## src/rtl/core/vfc_pkg.sv

```systemverilog
// Shared types and constants of the six-plane frustum culling block.
`default_nettype none

package vfc_pkg;

   localparam int PLANE_COUNT   = 6;
   localparam int PLANE_BITS    = 64;
   localparam int NORM_BITS     = 16;
   localparam int D_SHIFT       = 14;
   localparam int CSR_ADDR_BITS = 3;
   localparam int FUNC_BITS     = 2;
   localparam int RSP_DATA_BITS = 8;

   // Test kinds carried in req_tuser; the unused code runs as a box test
   localparam logic [FUNC_BITS-1:0] FUNC_POINT  = 2'd0;
   localparam logic [FUNC_BITS-1:0] FUNC_SPHERE = 2'd1;
   localparam logic [FUNC_BITS-1:0] FUNC_BOX    = 2'd2;

   // Control that travels with each object down the chain of plane cells
   typedef struct packed {
      logic                 valid;
      logic                 visible;
      logic [FUNC_BITS-1:0] func;
   } cell_ctl_type;

endpackage

`default_nettype wire

```

## src/rtl/core/vfc_cell.sv

```systemverilog
// One plane cell: holds a plane and tests each passing object in three stages.
`default_nettype none

module vfc_cell #(
   parameter int COORD_BITS = 16
) (
   input  wire logic                               clock,
   input  wire logic                               reset,
   input  wire logic                               advance,
   input  wire logic                               wr_en,
   input  wire logic [vfc_pkg::PLANE_BITS-1:0]     wr_data,
   input  wire vfc_pkg::cell_ctl_type              in_ctl,
   input  wire logic signed [COORD_BITS-1:0]       in_cx,
   input  wire logic signed [COORD_BITS-1:0]       in_cy,
   input  wire logic signed [COORD_BITS-1:0]       in_cz,
   input  wire logic [COORD_BITS-2:0]              in_ex,
   input  wire logic [COORD_BITS-2:0]              in_ey,
   input  wire logic [COORD_BITS-2:0]              in_ez,
   output vfc_pkg::cell_ctl_type                   out_ctl,
   output logic signed [COORD_BITS-1:0]            out_cx,
   output logic signed [COORD_BITS-1:0]            out_cy,
   output logic signed [COORD_BITS-1:0]            out_cz,
   output logic [COORD_BITS-2:0]                   out_ex,
   output logic [COORD_BITS-2:0]                   out_ey,
   output logic [COORD_BITS-2:0]                   out_ez
);

   localparam int NB  = vfc_pkg::NORM_BITS;
   localparam int PW  = COORD_BITS + NB;
   localparam int AW  = COORD_BITS + NB - 1;
   localparam int DW  = NB + vfc_pkg::D_SHIFT;
   localparam int SPW = COORD_BITS - 1 + vfc_pkg::D_SHIFT;
   localparam int SW  = ((PW > DW) ? PW : DW) + 3;

   // Plane coefficients and the normal magnitudes for the box bound
   logic [vfc_pkg::PLANE_BITS-1:0] plane_ff;
   logic [NB-1:0]                  nax_ff, nay_ff, naz_ff;

   logic signed [NB-1:0] nx, ny, nz;

   // Stage 1: products
   vfc_pkg::cell_ctl_type   s1_ctl_ff;
   logic signed [PW-1:0]    s1_px_ff, s1_py_ff, s1_pz_ff;
   logic signed [PW-1:0]    s1_px_in, s1_py_in, s1_pz_in;
   logic [AW-1:0]           s1_bx_ff, s1_by_ff, s1_bz_ff;
   logic [AW-1:0]           s1_bx_in, s1_by_in, s1_bz_in;
   logic signed [DW-1:0]    s1_d_ff, s1_d_in;
   logic [SPW-1:0]          s1_sph_ff, s1_sph_in;
   logic signed [COORD_BITS-1:0] s1_cx_ff, s1_cy_ff, s1_cz_ff;
   logic [COORD_BITS-2:0]        s1_ex_ff, s1_ey_ff, s1_ez_ff;
   logic                    is_box, is_sphere;

   // Stage 2: partial sums
   vfc_pkg::cell_ctl_type   s2_ctl_ff;
   logic signed [SW-1:0]    s2_a_ff, s2_b_ff, s2_c_ff, s2_e_ff;
   logic signed [SW-1:0]    s2_a_in, s2_b_in, s2_c_in, s2_e_in;
   logic signed [COORD_BITS-1:0] s2_cx_ff, s2_cy_ff, s2_cz_ff;
   logic [COORD_BITS-2:0]        s2_ex_ff, s2_ey_ff, s2_ez_ff;

   // Stage 3: verdict
   vfc_pkg::cell_ctl_type   s3_ctl_ff, s3_ctl_in;
   logic signed [SW-1:0]    s3_sum;
   logic signed [COORD_BITS-1:0] s3_cx_ff, s3_cy_ff, s3_cz_ff;
   logic [COORD_BITS-2:0]        s3_ex_ff, s3_ey_ff, s3_ez_ff;

   // Load the plane and precompute the normal magnitudes
   always_ff @(posedge clock) begin
      if (reset) begin
         plane_ff <= '0;
         nax_ff   <= '0;
         nay_ff   <= '0;
         naz_ff   <= '0;
      end else if (wr_en) begin
         plane_ff <= wr_data;
         nax_ff   <= wr_data[0*NB+NB-1] ? NB'(-wr_data[0*NB +: NB]) : wr_data[0*NB +: NB];
         nay_ff   <= wr_data[1*NB+NB-1] ? NB'(-wr_data[1*NB +: NB]) : wr_data[1*NB +: NB];
         naz_ff   <= wr_data[2*NB+NB-1] ? NB'(-wr_data[2*NB +: NB]) : wr_data[2*NB +: NB];
      end
   end

   assign nx = $signed(plane_ff[0*NB +: NB]);
   assign ny = $signed(plane_ff[1*NB +: NB]);
   assign nz = $signed(plane_ff[2*NB +: NB]);

   // Decode the test kind
   always_comb begin
      is_box    = 1'b0;
      is_sphere = 1'b0;
      unique case (in_ctl.func)
         vfc_pkg::FUNC_POINT:  is_box = 1'b0;
         vfc_pkg::FUNC_SPHERE: is_sphere = 1'b1;
         default:              is_box = 1'b1;
      endcase
   end

   // Form the center dot terms, the box bound and the sphere radius
   assign s1_px_in  = PW'(nx) * PW'(in_cx);
   assign s1_py_in  = PW'(ny) * PW'(in_cy);
   assign s1_pz_in  = PW'(nz) * PW'(in_cz);
   assign s1_bx_in  = is_box ? AW'(nax_ff) * AW'(in_ex) : '0;
   assign s1_by_in  = is_box ? AW'(nay_ff) * AW'(in_ey) : '0;
   assign s1_bz_in  = is_box ? AW'(naz_ff) * AW'(in_ez) : '0;
   assign s1_d_in   = $signed({plane_ff[3*NB +: NB], {vfc_pkg::D_SHIFT{1'b0}}});
   assign s1_sph_in = is_sphere ? {in_ex, {vfc_pkg::D_SHIFT{1'b0}}} : '0;

   // Add in pairs
   assign s2_a_in = SW'(s1_px_ff) + SW'(s1_py_ff);
   assign s2_b_in = SW'(s1_pz_ff) + SW'(s1_d_ff);
   assign s2_c_in = $signed(SW'(s1_bx_ff) + SW'(s1_by_ff));
   assign s2_e_in = $signed(SW'(s1_bz_ff) + SW'(s1_sph_ff));

   // Drop visibility when the best-case dot falls below zero
   always_comb begin
      s3_sum            = s2_a_ff + s2_b_ff + s2_c_ff + s2_e_ff;
      s3_ctl_in         = s2_ctl_ff;
      s3_ctl_in.visible = s2_ctl_ff.visible & ~s3_sum[SW-1];
   end

   // Advance the control of all three stages
   always_ff @(posedge clock) begin
      if (reset) begin
         s1_ctl_ff <= '0;
         s2_ctl_ff <= '0;
         s3_ctl_ff <= '0;
      end else if (advance) begin
         s1_ctl_ff <= in_ctl;
         s2_ctl_ff <= s1_ctl_ff;
         s3_ctl_ff <= s3_ctl_in;
      end
   end

   // Advance the payload of all three stages
   always_ff @(posedge clock) begin
      if (advance) begin
         s1_px_ff  <= s1_px_in;
         s1_py_ff  <= s1_py_in;
         s1_pz_ff  <= s1_pz_in;
         s1_bx_ff  <= s1_bx_in;
         s1_by_ff  <= s1_by_in;
         s1_bz_ff  <= s1_bz_in;
         s1_d_ff   <= s1_d_in;
         s1_sph_ff <= s1_sph_in;
         s1_cx_ff  <= in_cx;
         s1_cy_ff  <= in_cy;
         s1_cz_ff  <= in_cz;
         s1_ex_ff  <= in_ex;
         s1_ey_ff  <= in_ey;
         s1_ez_ff  <= in_ez;
         s2_a_ff   <= s2_a_in;
         s2_b_ff   <= s2_b_in;
         s2_c_ff   <= s2_c_in;
         s2_e_ff   <= s2_e_in;
         s2_cx_ff  <= s1_cx_ff;
         s2_cy_ff  <= s1_cy_ff;
         s2_cz_ff  <= s1_cz_ff;
         s2_ex_ff  <= s1_ex_ff;
         s2_ey_ff  <= s1_ey_ff;
         s2_ez_ff  <= s1_ez_ff;
         s3_cx_ff  <= s2_cx_ff;
         s3_cy_ff  <= s2_cy_ff;
         s3_cz_ff  <= s2_cz_ff;
         s3_ex_ff  <= s2_ex_ff;
         s3_ey_ff  <= s2_ey_ff;
         s3_ez_ff  <= s2_ez_ff;
      end
   end

   assign out_ctl = s3_ctl_ff;
   assign out_cx  = s3_cx_ff;
   assign out_cy  = s3_cy_ff;
   assign out_cz  = s3_cz_ff;
   assign out_ex  = s3_ex_ff;
   assign out_ey  = s3_ey_ff;
   assign out_ez  = s3_ez_ff;

endmodule

`default_nettype wire

```

## config.mk

```make
export PLATFORM = sky130hd
export DESIGN_NAME = vfc_cell
export DESIGN_NICKNAME = d
export VERILOG_FILES = /design/src/rtl/core/vfc_pkg.sv /design/src/rtl/core/vfc_cell.sv
export SDC_FILE = /design/constraint.sdc
export NUM_CORES = 2
export LEC_CHECK = 0
export ABC_CLOCK_PERIOD_IN_PS = 22300
export BUFFER_PORTS_ARGS = -buffer_cell sky130_fd_sc_hd__buf_2
export CAP_MARGIN = 15
export CORE_UTILIZATION = 49
export DETAILED_ROUTE_END_ITERATION = 6
export PLACE_DENSITY_LB_ADDON = 0.1
export RECOVER_POWER = 50
export SKIP_CTS_REPAIR_TIMING = 1
export SLEW_MARGIN = 25
export SYNTH_ARGS = -nofsm -noshare
export SYNTH_HDL_FRONTEND = slang
export SYNTH_SLANG_ARGS = --single-unit
```

## constraint.sdc

```tcl
create_clock -name clock -period 22.3 [get_ports clock]
set_clock_uncertainty 0.05 [all_clocks]
set_input_delay 3.345 -clock clock [delete_from_list [all_inputs] [get_ports clock]]
set_output_delay 3.345 -clock clock [all_outputs]
set_load 0.005 [all_outputs]
```

## After elaboration in Yosys (flattened, before gate mapping)

Cells that the tools add are included.
W data, S select, Z words.

- Output and inout port bits: 97
- Bits in registers: 777

- $add $sub $neg: 10
- Mux-type cells: 4
- Bitwise operators: 2
- Eq/ne operators: 1
- Multipliers: 6
- Reductions and logical operators: 2

Operator list:

| kind | count |
|---|---|
| $add A35 B35 Y35 | 3 |
| $mul A16 B16 Y32 | 3 |
| $mul A16 B15 Y31 | 3 |
| $mux W16 | 3 |
| $neg A16 Y16 | 3 |
| $add A32 B30 Y33 | 1 |
| $add A32 B32 Y33 | 1 |
| $add A31 B29 Y32 | 1 |
| $add A31 B31 Y32 | 1 |
| $eq A2 B1 Y1 const B | 1 |
| $logic_not A2 Y1 | 1 |
| $reduce_or A2 Y1 | 1 |
| $and A1 B1 Y1 | 1 |
| $mux W1 | 1 |
| $not A1 Y1 | 1 |

## Longest topological paths before layout

- Depth in word-level cells: 5
- Mapped depth: 25
- Depth with buffers taken out: 24

## Least setup slack after synthesis

Ideal clock, no wire load.

- Path kind: input to register
- From: input port in_cz[7]
- To: register s1_pz_ff[30], data pin
- Slack: 12.899 ns
- Setup time: 0.258 ns
- Data arrival time: 9.093 ns
- Stages: 24
- Required time: 21.992 ns
- Cell sequence: clkbuf_1 nand2_1 fa_1 inv_1 fa_1 inv_1 fa_1 inv_1 fa_1 fa_1 inv_1 fa_1 inv_1 ha_1 a21o_1 a21o_1 a21o_1 a21o_1 a221oi_2 o21ai_1 o41a_1 a21o_1 a21oi_2 xnor2_1

- Word-level cells in the longest chain between the ends: 1

RTL lines:

| element | line | RTL |
|---|---|---|
| start, declared | vfc_cell.sv:15 | `input wire logic signed [COORD_BITS-1:0] in_cz,` |
| $mul A16 B16 Y32 | vfc_cell.sv:99 | `assign s1_pz_in = PW'(nz) * PW'(in_cz);` |
| via s1_pz_in[30] | vfc_cell.sv:44 | `logic signed [PW-1:0] s1_px_in, s1_py_in, s1_pz_in;` |
| end signal, assigned | vfc_cell.sv:137 | `s1_pz_ff <= s1_pz_in;` |
| end, declared | vfc_cell.sv:43 | `logic signed [PW-1:0] s1_px_ff, s1_py_ff, s1_pz_ff;` |

The timed path passes the listed nets, and every way through them passes these cells.
A chain may end at the register's enable or synchronous reset.

## Worst setup path after layout

- From: input port advance
- To: register s3_ey_ff[13] (netlist: out_ey[13]) (enable)

RTL lines:

| element | line | RTL |
|---|---|---|
| start, declared | vfc_cell.sv:9 | `input wire logic advance,` |
| end signal, assigned | vfc_cell.sv:163 | `s3_ey_ff <= s2_ey_ff;` |
| end, declared | vfc_cell.sv:64 | `logic [COORD_BITS-2:0] s3_ex_ff, s3_ey_ff, s3_ez_ff;` |

No word-level cell between the ends.

==> results.md <==
- Outcome: finished, violations left
- Failing checks: capacitance limit, slew limit
- Sequential cell area: 21300 µm²
- Global-route wire length before repair: 319000 µm
- CTS Buffer Depth: 3
- Post-synth EDFFs: 629
- Vias in the first global route: between 50000 and 60000
- Effective utilization at floorplan: 0.495
- Top cell by count, worst path: clkbuf_1
- Buf+Inv Stages, Crit Path: 3
- Hold Path Class: reg -> reg
- TNS Setup: 0 ns
- Die Ht: slightly above 400 µm
- Max-cap violations: 7
- Port Buffers: 261
- Root Buffer: clkbuf_16
- Largest net degree at the start of global routing: approximately 180
- DRC errors left: 0
- Hold path depth: 0
- CP endpoint kind: flip-flop
- # H-tree levels: 3
- Hold Vio Cnt, Final: 0
- PD cells: between 100 and 150 nW/µm²
- Final wirelength: 201000 µm
- Post-synth top flop: edfxtp_1
- Fill cells: roughly 15000
- Layout cells sized above 1: 0.0429
- All-Layer GR Usage: 0.242
- Slew HR: -2.02
- Stages on worst setup path: 3
- CP Launch Type: input port
- Leak: about 0.042 µW
- Crit path required time: around 23 ns
- Initial antenna violation count: 16
- Post-DP HPWL: ~160000 µm
- CP top delay family: buffers and inverters
- Crit-path cells: clkbuf_1 -> clkbuf_1 -> buf_4
- Clock tree from TritonCTS: built
- Setup CP Type: in -> reg
- Total CTS buffers: a little under 90
- Area delta synth->final: 7.36%
- Worst hold endpoint: out_cz[13]$_DFFE_PP_
- Core Area: 168000 µm²
- CP max stage cell: clkbuf_1
- Max frequency: 0.0949 GHz
- Dpl ws: between 10 and 15 ns
- Clock Sinks: 750
- Reg2reg end: s1_py_ff[30]$_DFFE_PP_
- Ys async rst share: 0
- Fin worst setup slack: 11.76 ns
- Critical Path Fanout Max: between 80 and 90
- Final slew viol count: ~400
- Die area: ~170000 µm²
- Crit path largest cell delay: 3.35 ns
- Post-Syn Area: between 80000 and 90000 µm²
- Avg Synthesized Cell Area: approximately 11 µm²
- R2R setup slack: between 15 and 20 ns
- Total gr overflow: 0
- Crit path time final: 10.54 ns
- Synth cell types: 76
- Net Count, Synth: 10100
- I/O pin cnt: about 260
- Die W: about 410 µm
- Antenna Nets Post-Route: 0
- Footprint of the multi-input gates: 55000 µm²
- Worst hold start: s2_cz_ff[13]$_DFFE_PP_
- CTS clk-pin slew, worst paths: ~0.060 ns
- RSZ-0062 raised after global routing: false
- Setup-failing EPs final: 0
- Initial DRC Count: 3068
- 1st-pass router iterations: 7
- Non-Filler Instances: roughly 10000
- Max VDD drop: 0.0000870 V
- Synthesized flop and latch total: between 700 and 800
- Vias: around 54000
- Worst Tran Pin Value: 4.53 ns
- Floorplan row count: 150
- Reg2reg start: plane_ff[26]$_SDFFE_PP0P_
- Seq/Total Area, Yosys: 0.257
- Gpl congestion: a little under 0.9
- Placed insts: 10100
- Nets: between 10000 and 15000
- Vias/cell: 5.29
- CP Data Arrival Time: about 11 ns
- Drt wl/cell: between 15 and 20 µm
- Synth warnings: 0
- Cells after Synth: just under 8000
- Part of the cycle the worst path needs: 0.473
- Clock latency on the worst-skew pair: 0.72 ns
- Worst reg2reg path depth: 21
==> where the power goes <==
group | internal [µW] | total (µW) | switching, µW | leakage, µW
Sequential | 2050 | 2300 | 254 | 0.00722
Clock | 856 | 1490 | 638 | 0.00143
Combinational | 2550 | 5980 | 3430 | 0.0336
Total | 5460 | 9770 | 4320 | 0.0423
==> registers in the layout, summed over array words and instances (netlist names), 16 cells and up <==
signal / flops
s1_by_ff: 31
s2_cz_ff: 16
plane_ff: 64
s1_cz_ff: 16
s1_pz_ff: 32
s2_b_ff: 33
s2_a_ff: 33
s1_cx_ff: 16
out_cz: 16
s2_e_ff: 32
s2_cx_ff: 16
out_cy: 16
s1_cy_ff: 16
s1_py_ff: 32
out_cx: 16
s1_bz_ff: 31
s1_px_ff: 32
s1_bx_ff: 31
s2_cy_ff: 16
s1_d_ff: 16
s2_c_ff: 32
==> cells in the final DEF (no fill, tap or decap), types with 16 or more instances in the layout <==
cell type	n
and2_0	29
nor2b_1	39
a211oi_1	49
xor2_1	112
a21o_1	108
or3_1	30
o31ai_1	18
fa_1	1394
a31oi_1	19
and2_1	737
nand2b_1	39
a21oi_1	208
clkbuf_1	115
o21a_1	38
ha_1	664
nand3_1	38
o21bai_1	28
buf_4	16
dfxtp_1	121
clkbuf_16	91
nand4_1	21
xnor2_1	176
nand2_1	822
edfxtp_1	629
o21ai_0	122
mux2i_1	99
inv_1	1510
and3_1	27
buf_2	165
nor3_1	41
nor2_1	354
==> layout make-up <==
type                            instances  area share
Inverter                             1511      0.0636
Multi-Input combinational cell       5346       0.618
Tap cell                             2204      0.0309
Sequential cell                       750       0.239
Timing Repair Buffer                  284      0.0154
Antenna cell                            3   0.0000842
Clock buffer                          107      0.0265
Clock inverter                         60     0.00671
==> cell families after synthesis <==
family | synth area share
adders and majority gates | 0.436
AOI/OAI and AO/OA | 0.0538
DFF | 0.257
muxes | 0.0121
buffers and inverters | 0.0801
xor gates and xnor gates | 0.0304
and+or+nand+nor | 0.131
==> per-layer routing <==
layer  global-route usage  wire length (µm)  part of all wire
met1                0.328             86700              0.43
met2                0.411             99400              0.49
met3               0.0314              9930             0.049
met4               0.0627              4770             0.024
met5                    0                40           0.00020
==> cell usage after synthesis, types with 4 or more instances <==
cell type / number / share of area
or2_2: 5 / 0.00038
a2111oi_0: 6 / 0.00063
dfxtp_1: 121 / 0.029
o31ai_1: 18 / 0.0016
clkbuf_1: 227 / 0.010
xor2_1: 112 / 0.012
and3_1: 27 / 0.0020
a311oi_1: 5 / 0.00053
nand2b_1: 39 / 0.0029
nor4_1: 11 / 0.00083
a21o_1: 108 / 0.0098
a21oi_1: 208 / 0.013
nor3_1: 41 / 0.0025
a31oi_1: 19 / 0.0014
nor2_1: 354 / 0.016
and2_1: 766 / 0.058
o211a_1: 4 / 0.00048
o211ai_1: 7 / 0.00063
buf_1: 13 / 0.00059
mux2i_1: 99 / 0.012
edfxtp_1: 629 / 0.23
nand3_1: 38 / 0.0023
o41ai_1: 4 / 0.00042
a31o_2: 4 / 0.00042
o21bai_1: 28 / 0.0025
inv_1: 1511 / 0.068
a211o_1: 9 / 0.00095
fa_1: 1394 / 0.34
nor3b_1: 9 / 0.00081
or3_1: 30 / 0.0023
xnor2_1: 176 / 0.019
ha_1: 664 / 0.10
o21ai_0: 121 / 0.0073
o21ai_1: 4 / 0.00024
o21a_1: 38 / 0.0034
a211oi_1: 49 / 0.0044
nand4_1: 21 / 0.0016
a21boi_0: 4 / 0.00036
o22ai_1: 5 / 0.00038
nand2_1: 822 / 0.037
nor2b_1: 39 / 0.0029
==> how the worst max path moves through the flow <==
| stage | from | end | slack (ns) |
|---|---|---|---|
| 2_1_floorplan | in_cz[7] | s1_pz_ff[30]$_DFFE_PP_ | 12.90 |
| 3_3_place_gp | in_ez[0] | s1_bz_ff[29]$_SDFFCE_PP0P_ | 12.32 |
| 3_5_place_dp | in_ez[0] | s1_bz_ff[29]$_SDFFCE_PP0P_ | 12.23 |
| 4_1_cts | in_ez[0] | s1_bz_ff[29]$_SDFFCE_PP0P_ | 12.99 |
| 5_1_grt | advance | out_ey[13]$_DFFE_PP_ | 10.92 |
| 6_report | advance | out_ey[13]$_DFFE_PP_ | 11.76 |
==> metrics by stage <==
| step | hold WS [ns] | utilization | power [µW] | instance area [µm²] |
|---|---|---|---|---|
| 6_report | 0.358 | 0.532 | 9770 | 89100 |
| 5_1_grt | 0.365 | 0.532 | 10700 | 89100 |
| 4_1_cts | 0.362 | 0.533 | 9900 | 89200 |
| 3_5_place_dp | 0.355 | 0.515 | 8310 | 86300 |
| 3_3_place_gp | 0.350 | 0.515 | 8250 | 86300 |
| 2_1_floorplan | 0.350 | - | 6650 | 83000 |
Note: power is estimated with default switching activity, not from simulation.
